--- config.mk ---
export PLATFORM = sky130hd
export DESIGN_NAME = retransmit_queue_cumulative_ack
export DESIGN_NICKNAME = d
export VERILOG_FILES = /design/src/hdl/rtq_pkg.sv /design/src/hdl/rtq_ram.sv /design/src/hdl/rtq_cmp.sv /design/src/hdl/retransmit_queue_cumulative_ack.sv
export SDC_FILE = /design/constraint.sdc
export NUM_CORES = 2
export LEC_CHECK = 0
export ABC_AREA = 1
export BUFFER_PORTS_ARGS = -buffer_cell sky130_fd_sc_hd__buf_2
export CAP_MARGIN = 20
export CORE_ASPECT_RATIO = 0.75
export CORE_MARGIN = 4
export CORE_UTILIZATION = 28
export CTS_BUF_LIST = sky130_fd_sc_hd__clkbuf_4 sky130_fd_sc_hd__clkbuf_8 sky130_fd_sc_hd__clkbuf_16
export DETAILED_ROUTE_END_ITERATION = 8
export SLEW_MARGIN = 20
export SYNTH_ARGS = -nofsm -noshare
export SYNTH_HDL_FRONTEND = slang
export SYNTH_HIERARCHICAL = 1
export SYNTH_SLANG_ARGS = --single-unit
--- constraint.sdc ---
create_clock -name clk_i -period 6.2 [get_ports clk_i]
set_clock_uncertainty 0.2 [all_clocks]
set_input_delay 0.62 -clock clk_i [delete_from_list [all_inputs] [get_ports clk_i]]
set_output_delay 0.62 -clock clk_i [all_outputs]
set_load 0.02 [all_outputs]
--- src/hdl/rtq_pkg.sv ---
`timescale 1ns / 1ps

package rtq_pkg;

  localparam int unsigned DEPTH_DEF       = 32;
  localparam int unsigned HANDLE_BITS_DEF = 16;
  localparam int unsigned SEQ_W           = 32;
  localparam int unsigned HDL_W           = 16;
  localparam int unsigned LEN_W           = 16;
  localparam int unsigned COUNT_W         = 6;

  // Half the sequence space: the window of the wrap-aware ordering test
  localparam logic [SEQ_W-1:0] WRAP_SPAN = 32'h7FFF_FFFF;

  typedef logic [SEQ_W-1:0]   seq_t;
  typedef logic [HDL_W-1:0]   handle_t;
  typedef logic [LEN_W-1:0]   len_t;
  typedef logic [COUNT_W-1:0] count_t;

  typedef enum logic {
    CMD_ADD     = 1'b0,
    CMD_RELEASE = 1'b1
  } cmd_e;

  typedef enum logic [1:0] {
    ST_APPENDED     = 2'd0,
    ST_DROPPED      = 2'd1,
    ST_OUT_OF_ORDER = 2'd2,
    ST_RELEASED     = 2'd3
  } status_e;

  typedef enum logic [1:0] {
    S_IDLE,
    S_CHECK,
    S_EVICT,
    S_FINAL
  } state_e;

  typedef struct packed {
    cmd_e    cmd;
    seq_t    seq;
    handle_t packet_handle;
    len_t    payload_len;
  } cmd_t;

  typedef struct packed {
    logic    freed_valid;
    handle_t freed_handle;
    seq_t    freed_seq;
    count_t  count;
    status_e status;
    logic    last;
  } res_t;

endpackage

--- src/hdl/rtq_ram.sv ---
`timescale 1ns / 1ps

module rtq_ram #(
  parameter int unsigned WIDTH = 48,
  parameter int unsigned DEPTH = 32
) (
  input  logic                     clk_i,
  input  logic                     we_i,
  input  logic [$clog2(DEPTH)-1:0] waddr_i,
  input  logic [WIDTH-1:0]         wdata_i,
  input  logic [$clog2(DEPTH)-1:0] raddr_i,
  output logic [WIDTH-1:0]         rdata_o
);

  logic [WIDTH-1:0] mem_q [DEPTH];
  logic [WIDTH-1:0] rdata_q;

  always_ff @(posedge clk_i) begin
    if (we_i) begin
      mem_q[waddr_i] <= wdata_i;
    end
    rdata_q <= mem_q[raddr_i];
  end

  assign rdata_o = rdata_q;

endmodule

--- src/hdl/rtq_cmp.sv ---
`timescale 1ns / 1ps

// Wrap-aware ordering test: b is not older than a
module rtq_cmp (
  input  rtq_pkg::seq_t a_i,
  input  rtq_pkg::seq_t b_i,
  output logic          not_older_o
);

  rtq_pkg::seq_t a_minus_span;

  assign a_minus_span = a_i - rtq_pkg::WRAP_SPAN;
  assign not_older_o  = (b_i >= a_i) || ((a_i > rtq_pkg::WRAP_SPAN) && (b_i < a_minus_span));

endmodule

--- src/hdl/retransmit_queue_cumulative_ack.sv ---
`timescale 1ns / 1ps

// Retransmission queue with cumulative acknowledgement.
// Command channel: present a beat on cmd_i with start high; it is taken at a rising edge where
// busy is low. An add appends a packet at the tail (evicting the head when full), hands it back
// at once when its sequence or length is zero, or rejects it when older than the tail. A release
// pops every head entry whose sequence is not newer than the acknowledged one.
// Result channel: every freed packet gives one beat on res_o with res_valid_o high for one cycle,
// and each command closes with a beat that has last set and carries count and status. The
// receiver cannot hold results off; it must take each beat in the cycle it is shown.
// Entries sit in a registered-read RAM with one read and one write port, and one wrap-aware
// comparator is reused for the tail test and for every head test. A valid add on an empty
// queue appends straight from idle; a dropped packet closes from the final state; a rejected
// add or a plain append closes from the tail test; a full-queue append runs tail test, head
// read, eviction and closing beat. A release does one RAM read and one compare per pop,
// popping at most DEPTH entries, or closes straight from idle on an empty queue. The closing
// beat is registered and appears once the block is back in idle, while busy is already low.
// Reset: asynchronous and active low; the queue comes up empty with the head at slot zero. The
// entry RAM is not cleared: read data is only ever used from occupied slots.

module retransmit_queue_cumulative_ack #(
  parameter int unsigned DEPTH       = rtq_pkg::DEPTH_DEF,
  parameter int unsigned HANDLE_BITS = rtq_pkg::HANDLE_BITS_DEF
) (
  input  logic          clk_i,
  input  logic          rst_ni,
  input  logic          start,
  input  rtq_pkg::cmd_t cmd_i,
  output logic          busy,
  output logic          res_valid_o,
  output rtq_pkg::res_t res_o
);

  localparam int unsigned PtrW   = $clog2(DEPTH);
  localparam int unsigned CntW   = $clog2(DEPTH + 1);
  localparam int unsigned SumW   = CntW + 1;
  localparam int unsigned StoreW = (HANDLE_BITS < rtq_pkg::HDL_W) ? HANDLE_BITS : rtq_pkg::HDL_W;
  localparam int unsigned WordW  = rtq_pkg::SEQ_W + StoreW;

  rtq_pkg::state_e  state_q, state_d;
  rtq_pkg::cmd_t    cmd_q;
  rtq_pkg::status_e status_q, status_d;
  logic [CntW-1:0]  cnt_q, cnt_d;
  logic [PtrW-1:0]  head_q, head_d;
  rtq_pkg::res_t    res_q, res_d;
  logic             res_valid_q, res_valid_d;

  logic             accept;
  logic [SumW-1:0]  sum_app, sum_tail;
  logic [PtrW-1:0]  slot_app, slot_tail, head_inc;

  logic             ram_we;
  logic [PtrW-1:0]  ram_raddr;
  logic [WordW-1:0] ram_wdata, ram_rdata;
  rtq_pkg::seq_t    rd_seq;
  logic [StoreW-1:0] rd_hdl;
  rtq_pkg::cmd_t    wr_src;
  logic             not_older;

  assign accept = start && !busy;
  assign busy   = (state_q != rtq_pkg::S_IDLE);

  // Slot arithmetic: sums stay below twice the depth, so one compare and subtract wraps them
  assign sum_app   = SumW'(head_q) + SumW'(cnt_q);
  assign sum_tail  = sum_app - SumW'(1);
  assign slot_app  = (sum_app >= SumW'(DEPTH)) ? PtrW'(sum_app - SumW'(DEPTH)) : PtrW'(sum_app);
  assign slot_tail = (sum_tail >= SumW'(DEPTH)) ? PtrW'(sum_tail - SumW'(DEPTH))
                                                 : PtrW'(sum_tail);
  assign head_inc  = (head_q == PtrW'(DEPTH - 1)) ? '0 : head_q + PtrW'(1);

  // Entry word: sequence on top, handle masked to the configured width below
  assign wr_src    = busy ? cmd_q : cmd_i;
  assign ram_wdata = {wr_src.seq, wr_src.packet_handle[StoreW-1:0]};
  assign rd_seq    = ram_rdata[WordW-1 -: rtq_pkg::SEQ_W];
  assign rd_hdl    = ram_rdata[StoreW-1:0];

  rtq_ram #(
    .WIDTH (WordW),
    .DEPTH (DEPTH)
  ) u_ram (
    .clk_i   (clk_i),
    .we_i    (ram_we),
    .waddr_i (slot_app),
    .wdata_i (ram_wdata),
    .raddr_i (ram_raddr),
    .rdata_o (ram_rdata)
  );

  // One comparator serves both the tail test of an add and each head test of a release
  rtq_cmp u_cmp (
    .a_i         (rd_seq),
    .b_i         (cmd_q.seq),
    .not_older_o (not_older)
  );

  always_comb begin
    state_d     = state_q;
    cnt_d       = cnt_q;
    head_d      = head_q;
    status_d    = status_q;
    res_valid_d = 1'b0;
    res_d       = '0;
    ram_we      = 1'b0;
    ram_raddr   = head_q;

    unique case (state_q)
      rtq_pkg::S_IDLE: begin
        if (accept) begin
          if (cmd_i.cmd == rtq_pkg::CMD_RELEASE) begin
            if (cnt_q == '0) begin
              // Empty queue: close straight away
              res_valid_d  = 1'b1;
              res_d.last   = 1'b1;
              res_d.count  = rtq_pkg::count_t'(cnt_q);
              res_d.status = rtq_pkg::ST_RELEASED;
            end else begin
              state_d = rtq_pkg::S_CHECK;
            end
          end else if ((cmd_i.seq == '0) || (cmd_i.payload_len == '0)) begin
            // Hand the packet straight back, queue untouched
            res_valid_d        = 1'b1;
            res_d.freed_valid  = 1'b1;
            res_d.freed_handle = rtq_pkg::handle_t'(cmd_i.packet_handle[StoreW-1:0]);
            res_d.freed_seq    = cmd_i.seq;
            status_d           = rtq_pkg::ST_DROPPED;
            state_d            = rtq_pkg::S_FINAL;
          end else if (cnt_q == '0) begin
            // Nothing to order against: append now
            ram_we       = 1'b1;
            cnt_d        = CntW'(1);
            res_valid_d  = 1'b1;
            res_d.last   = 1'b1;
            res_d.count  = rtq_pkg::count_t'(1);
            res_d.status = rtq_pkg::ST_APPENDED;
          end else begin
            ram_raddr = slot_tail;
            state_d   = rtq_pkg::S_CHECK;
          end
        end
      end

      rtq_pkg::S_CHECK: begin
        if (cmd_q.cmd == rtq_pkg::CMD_RELEASE) begin
          if (not_older) begin
            // Pop the head and fetch the next one behind it
            res_valid_d        = 1'b1;
            res_d.freed_valid  = 1'b1;
            res_d.freed_handle = rtq_pkg::handle_t'(rd_hdl);
            res_d.freed_seq    = rd_seq;
            head_d             = head_inc;
            cnt_d              = cnt_q - CntW'(1);
            ram_raddr          = head_inc;
            if (cnt_q == CntW'(1)) begin
              status_d = rtq_pkg::ST_RELEASED;
              state_d  = rtq_pkg::S_FINAL;
            end
          end else begin
            res_valid_d  = 1'b1;
            res_d.last   = 1'b1;
            res_d.count  = rtq_pkg::count_t'(cnt_q);
            res_d.status = rtq_pkg::ST_RELEASED;
            state_d      = rtq_pkg::S_IDLE;
          end
        end else if (!not_older) begin
          // Older than the tail: reject
          res_valid_d  = 1'b1;
          res_d.last   = 1'b1;
          res_d.count  = rtq_pkg::count_t'(cnt_q);
          res_d.status = rtq_pkg::ST_OUT_OF_ORDER;
          state_d      = rtq_pkg::S_IDLE;
        end else if (cnt_q == CntW'(DEPTH)) begin
          // Full: read the head for eviction
          ram_raddr = head_q;
          state_d   = rtq_pkg::S_EVICT;
        end else begin
          ram_we       = 1'b1;
          cnt_d        = cnt_q + CntW'(1);
          res_valid_d  = 1'b1;
          res_d.last   = 1'b1;
          res_d.count  = rtq_pkg::count_t'(cnt_q + CntW'(1));
          res_d.status = rtq_pkg::ST_APPENDED;
          state_d      = rtq_pkg::S_IDLE;
        end
      end

      rtq_pkg::S_EVICT: begin
        // Free the old head and overwrite its slot with the new tail
        res_valid_d        = 1'b1;
        res_d.freed_valid  = 1'b1;
        res_d.freed_handle = rtq_pkg::handle_t'(rd_hdl);
        res_d.freed_seq    = rd_seq;
        ram_we             = 1'b1;
        head_d             = head_inc;
        status_d           = rtq_pkg::ST_APPENDED;
        state_d            = rtq_pkg::S_FINAL;
      end

      rtq_pkg::S_FINAL: begin
        res_valid_d  = 1'b1;
        res_d.last   = 1'b1;
        res_d.count  = rtq_pkg::count_t'(cnt_q);
        res_d.status = status_q;
        state_d      = rtq_pkg::S_IDLE;
      end

      default: begin
        state_d = rtq_pkg::S_IDLE;
      end
    endcase
  end

  always_ff @(posedge clk_i or negedge rst_ni) begin
    if (!rst_ni) begin
      state_q     <= rtq_pkg::S_IDLE;
      cnt_q       <= '0;
      head_q      <= '0;
      res_valid_q <= 1'b0;
      status_q    <= rtq_pkg::ST_APPENDED;
    end else begin
      state_q     <= state_d;
      cnt_q       <= cnt_d;
      head_q      <= head_d;
      res_valid_q <= res_valid_d;
      status_q    <= status_d;
    end
  end

  // Payload registers: hold the command beat and the result beat
  always_ff @(posedge clk_i) begin
    if (accept) begin
      cmd_q <= cmd_i;
    end
    res_q <= res_d;
  end

  assign res_valid_o = res_valid_q;
  assign res_o       = res_q;

  a_cnt_bound : assert property (@(posedge clk_i) disable iff (!rst_ni)
    cnt_q <= CntW'(DEPTH))
    else $error("entry count above depth");

  a_final_idle : assert property (@(posedge clk_i) disable iff (!rst_ni)
    (res_valid_o && res_o.last) |-> !busy)
    else $error("closing beat shown while still busy");

  a_freed_busy : assert property (@(posedge clk_i) disable iff (!rst_ni)
    (res_valid_o && !res_o.last) |-> (busy && res_o.freed_valid))
    else $error("freed beat outside a command");

  a_final_next : assert property (@(posedge clk_i) disable iff (!rst_ni)
    (state_q == rtq_pkg::S_FINAL) |=> (res_valid_o && res_o.last))
    else $error("closing beat missing");

  a_write_room : assert property (@(posedge clk_i) disable iff (!rst_ni)
    (ram_we && (state_q != rtq_pkg::S_EVICT)) |-> (cnt_q < CntW'(DEPTH)))
    else $error("append into a full queue without eviction");

endmodule

# Yosys cells after proc, flatten, opt, wreduce, memory -nomap -nowiden
# Memories as Yosys holds them, arrays and structs flattened. A register that Yosys moved wholly into a read port is not among the register bits.
# Cells that the tools add are included.
dict set report word_totals {
  register_bits 139
  mem_bits_rw 1536
  output_inout_bits 60
  n_memories 1
}
# name words width read_ports rd_clocked_by_memory_dff wr line_no
set memory_table {}
lappend memory_table {u_ram.mem_q 32 48 1 1 1 rtq_ram.sv:15} ;# logic [WIDTH-1:0] mem_q [DEPTH];
dict set report op_classes {
  n_addsub 8
  n_lt_le_gt_ge 5
  n_eq_ne 16
  mux 68
  reduce_logical 17
}
# op n
set op_table {}
lappend op_table {{$mux 49} 4}
lappend op_table {{$pmux 49 s3} 1}
lappend op_table {{$mux 64} 1}
lappend op_table {{$mux 58} 1}
lappend op_table {{$mux 9} 6}
lappend op_table {{$mux 6} 8}
lappend op_table {{$mux 5} 9}
lappend op_table {{$ge 32x32->1} 1}
lappend op_table {{$gt 32x31->1 const B} 1}
lappend op_table {{$logic_not 32->1} 1}
lappend op_table {{$lt 32x32->1} 1}
lappend op_table {{$sub 32x31->32 const B} 1}
lappend op_table {{$mux 2} 14}
lappend op_table {{$pmux 9 s3} 1}
lappend op_table {{$pmux 5 s2} 2}
lappend op_table {{$logic_not 16->1} 1}
lappend op_table {{$ne 2x2->1 const B} 8}
lappend op_table {{$ge 7x6->1 const B} 2}
lappend op_table {{$mux 1} 14}
lappend op_table {{$reduce_and 7->1} 2}
lappend op_table {{$pmux 6 s2} 1}
lappend op_table {{$sub 5x1->5 const B} 2}
lappend op_table {{$mux 4} 2}
lappend op_table {{$pmux 2 s4} 1}
lappend op_table {{other kinds (23)} 29}

# Longest topological paths before layout
dict set report depth {
  ltp_word 9
  mapped_depth 37
  ltp_nobuf 33
}

# Modules after synthesis
# Netlist, hierarchy kept.
# mod n_inst cells_per_inst area_per_inst_um2
set by_module_without_submodules {}
lappend by_module_without_submodules {rtq_ram 1 5279 62969.1}
lappend by_module_without_submodules {retransmit_queue_cumulative_ack 1 817 6247.2}
lappend by_module_without_submodules {rtq_cmp 1 400 2472.4}

# Worst setup path after synthesis
# No wires, ideal clock.
dict set report synth_timing {
  path_kind {reg-to-reg}
  from {reg u_ram.rdata_q[16], in the netlist u_ram/rdata_o[16] (read register of u_ram.mem_q)}
  to {mem u_ram.mem_q[31][0], enable pin}
  setup_ns 0.454
  arrival_ns 4.968
  required_ns 5.546
  slack_ns 0.578
  path_stages_with_launch 21
  period_less_slack_ns 5.622
  cell_sequence {dfxtp_1 > ha_1 > nand3_2 > nor2_4 > nand4_2 > nor2_2 > nand2_1 > xor2_1 > ha_1 > nand2_1 > o21a_1 > nand2_1 > a21oi_1 > nand2_1 > nand2_1 > nand3_1 > inv_1 > nor2_1 > a21oi_1 > nand3_1 > nor2_1}
}
dict set report synth_between {
  elab_chain_len 9
}
# element line_no
set synth_lines {}
lappend synth_lines {{from (decl)} rtq_ram.sv:16} ;# logic [WIDTH-1:0] rdata_q;
lappend synth_lines {{$sub 32x31->32} rtq_cmp.sv:12} ;# assign a_minus_span = a_i - rtq_pkg::WRAP_SPAN;
lappend synth_lines {{$lt 32x32->1} rtq_cmp.sv:13} ;# assign not_older_o = (b_i >= a_i) || ((a_i > rtq_pkg::WRAP_SPAN) && (b_i < a_minus_span));
lappend synth_lines {{$logic_and 1x1->1} rtq_cmp.sv:13}
lappend synth_lines {{$logic_or 1x1->1 *} rtq_cmp.sv:13}
lappend synth_lines {{named net not_older} retransmit_queue_cumulative_ack.sv:58} ;# logic not_older;
lappend synth_lines {{$mux 1 *} retransmit_queue_cumulative_ack.sv:164} ;# end else if (!not_older) begin
lappend synth_lines {{$mux 1 *} retransmit_queue_cumulative_ack.sv:143} ;# if (cmd_q.cmd == rtq_pkg::CMD_RELEASE) begin
lappend synth_lines {{$pmux 1 s3 *} retransmit_queue_cumulative_ack.sv:106} ;# unique case (state_q)
lappend synth_lines {{named net ram_we} retransmit_queue_cumulative_ack.sv:52} ;# logic ram_we;
lappend synth_lines {{$mux 1 *} rtq_ram.sv:19} ;# if (we_i) begin
lappend synth_lines {{$mux 1 (implied by the code) *} rtq_ram.sv:20} ;# mem_q[waddr_i] <= wdata_i;
lappend synth_lines {{to (decl)} rtq_ram.sv:15}
# Mark *: on every way through the listed nets, which the timed path passes. The rest lies on a longest branch.

# Worst setup path after layout
dict set report layout_timing {
  from {reg u_ram.rdata_q[40], in the netlist u_ram/rdata_o[40] (read register of u_ram.mem_q)}
  to {reg u_ram.rdata_q[42], in the netlist u_ram/rdata_o[42] (read register of u_ram.mem_q)}
}
dict set report layout_between {
  elab_chain_len 7
}
# element line_no
set layout_lines {}
lappend layout_lines {{$sub 32x31->32} rtq_cmp.sv:12}
lappend layout_lines {{$lt 32x32->1} rtq_cmp.sv:13}
lappend layout_lines {{$logic_and 1x1->1} rtq_cmp.sv:13}
lappend layout_lines {{$logic_or 1x1->1 *} rtq_cmp.sv:13}
lappend layout_lines {{named net not_older} retransmit_queue_cumulative_ack.sv:58}
lappend layout_lines {{$mux 5 *} n/a}
lappend layout_lines {{$mux 5 *} retransmit_queue_cumulative_ack.sv:143}
lappend layout_lines {{$pmux 5 s2 *} retransmit_queue_cumulative_ack.sv:106}
lappend layout_lines {{named net ram_raddr[1]} retransmit_queue_cumulative_ack.sv:53} ;# logic [PtrW-1:0] ram_raddr;
# Marks and branches as above.
# A chain may end at the register's enable or synchronous reset.

==> results.py <==
metrics = {
    "setup_path": {
        "crit_family": "simple AND/OR/NAND/NOR gates",
        "reg2reg_from": "u_ram/rdata_o[40]",
        "rr_worst_depth": 32,
        "reg2reg_slack_ns": 0.46,
        "startpoint": "u_ram/rdata_o[40]",
        "path_max_fanout": 60,
        "slowest_delay_ns": 0.62,
        "crit_top_cell": "nand2_1",
        "endpoint_kind": "flip-flop",
        "worstSetupPathDepth": 32,
        "cp.required_ns": 6.61,
        "path_buf_inv": 7,
        "startpoint_type": "flip-flop",
        "criticalPathCategory": "flip-flop to flip-flop",
        "reg2reg_to": "u_ram/rdata_o[42]",
        "timing.critical_path.arrival_ns": 6.15,
        "critPathSlowestCell": "nor4_1",
    },
    "hold_path": {
        "min_path_cells": 5,
        "hp-class": "input port to flip-flop",
        "min_to": "res_valid_o",
        "hp-start": "start",
    },
    "drt": {
        "vias_per_cell": 4.936,
        "first_iter_violations": 6137,
        "detail-route-antenna-nets": 0,
        "drt_wl_total_um": 219400,
        "routedWlPerCell_um": 21.48,
        "route.detailed.drc": 0,
        "drt_first_pass_iters": 5,
        "vias": 50402,
    },
    "yosys": {
        "synth_seq_cells": 1707,
        "yosys-top-cells-count": "2,586 x nand2_1, 1,585 x edfxtp_1, 1,205 x nand3_1",
        "syn_nets": 6646,
        "synthDistinctLibCells": 48,
        "ys_warn_count": 6,
        "synth_area_leader_cell": "edfxtp_1",
        "synth-main-ff-cell": "edfxtp_1",
        "yosysMostFrequentCell": "nand2_1",
        "synth_area_mm2": 0.07169,
        "syn_area_per_cell_um2": 11.04,
        "synthTopCellsByArea": "edfxtp_1 66%, nand2_1 14%, nand3_1 8.4%, dfxtp_1 3.0%, ha_1 1.4%",
        "async_reset_ff_frac": 0.009373,
        "ys_seq_area_frac": 0.6991,
        "synth_enable_flop_cells": 1585,
        "synthDominantCellAreaShare": 0.6639,
        "syn_inst": 6496,
    },
    "clock_network": {
        "path_clk_slew_ns": 0.07,
        "insertion_delay_ns": 0.81,
        "cts-root-buf": "clkbuf_16",
        "hold_buffers": 50,
        "cts_tree": "yes",
        "h-tree-depth": 4,
        "clockBufferDepth": 4,
        "cts_resized": 0,
        "cts-buffers-inserted": 159,
        "clock-sinks": 1707,
        "cts_setup_buffers": 0,
    },
    "timing": {
        "setup_viol": 0,
        "worst_pin_slew_ns": 1.125,
        "slew_viol_final": 0,
        "finalHoldViolCount": 0,
        "rsz0062_at_grt": "false",
        "slew_headroom": 0.2485,
        "fin_crit_sh": 0.9259,
        "timing.setup.tns_ns": 0,
        "max_freq_mhz": 174.2,
        "period_minus_slack_ns": 5.741,
    },
    "global_routing": {
        "grt_pass1_wl_um": 319300,
        "antenna_found_initial": 3,
        "track_usage": 0.1602,
        "grt_pass1_vias": 46869,
        "gr-total-overflow": 0,
        "grt_start_max_net_pins": 91,
    },
    "die": {
        "io_pins": 128,
        "row_count": 160,
        "fp.coreArea_mm2": 0.2540,
        "die_area_mm2": 0.2643,
        "start_util": 0.2822,
        "die_width_um": 592.3,
        "die_h_um": 446.2,
    },
    "status": {
        "status": "complete, no violations",
    },
    "finish": {
        "drive_gt1_frac": 0.1034,
        "regArea_mm2": 0.05012,
        "area_growth_pct": 16.68,
        "fin_nets": 6839,
        "fill_cells": 25122,
        "multiInputGateArea_mm2": 0.01942,
    },
    "placement": {
        "post-dp-hpwl_um": 120700,
        "routabilityCongestion": 0.9031,
        "port_buffers": 127,
    },
    "job": {
        "cap_violations": 0,
    },
}
## flip-flops by register name, summed over array words and instances (netlist names)
name and cells:
cmd_q 49, cnt_q 6, head_q 5, res_o 58, res_valid_o 1, state_q 2, status_q 2, u_ram/mem_q 1536
u_ram/rdata_o 48
## worst max path at each step
stage                                    end  slack (ns)
after floorplan           u_ram/mem_q[31][0]        0.58
after global placement     u_ram/rdata_o[42]        0.41
after detailed placement   u_ram/rdata_o[42]        0.56
after CTS                  u_ram/rdata_o[42]        0.55
after global routing       u_ram/rdata_o[42]        0.13
final                      u_ram/rdata_o[42]        0.46
## layout make-up
cell class	instances	area share
sequential	1707	0.5991
multi-input combinational	4284	0.2322
clock buffer	210	0.05358
timing repair buffer	405	0.05113
tap	3402	0.05089
clock inverter	69	0.006731
inverter	132	0.006237
antenna	3	0.00008975
## tightest hold or removal path: stages
cell and delay [ns]:
buf_2 0.13, inv_1 0.09, nor2_1 0.07, inv_1 0.06
o211ai_1 0.09
## layer usage
| layer | vias to the layer above | share of wire | track usage |
|---|---|---|---|
| met4 | 0 | 0.024 | 0.03796 |
| met5 | - | 0 | 0 |
| li1 | 22803 | - | - |
| met3 | 337 | 0.093 | 0.02980 |
| met1 | 24955 | 0.45 | 0.2402 |
| met2 | 2307 | 0.43 | 0.2383 |
## placed cells by master (no fill, tap or decap), types with 28 or more instances in the layout
cell type         n
nor2_1           92
clkbuf_4         39
nor2_4           37
buf_2           127
a21oi_1          95
dlygate4sd3_1    50
ha_1             79
clkbuf_16       163
nand4_1          57
buf_4           111
edfxtp_1       1585
buf_12          110
xor2_1           32
dfxtp_1         106
nand3_1        1205
inv_1           120
clkinv_1         30
nand2_1        2562
o21ai_0          28
## kinds of logic after synthesis
logic type / count (synthesis) / share of synthesized area
DFF: 1707 / 0.6991
and+or+nand+nor: 4026 / 0.2370
xor gates and xnor gates: 35 / 0.004276
AOI/OAI and AO/OA: 141 / 0.01045
adders and majority gates: 82 / 0.01442
buffers and inverters: 505 / 0.03471
## stage by stage
step	area, um^2	hold WS [ns]	std cells	util	setup WS [ns]
after floorplan	71690	0.1244	6496	-	0.5783
after global placement	77940	0.2604	9873	0.3068	0.4096
after detailed placement	77980	0.2478	9875	0.3069	0.5615
after CTS	83520	0.07348	10204	0.3288	0.5538
after global routing	83640	0.1498	10209	0.3292	0.1293
final	83650	0.1474	10212	0.3293	0.4593
Power is left out: the tool's default activity adds up to more than one toggle a clock period on the data nets, which glitch-free logic cannot reach.
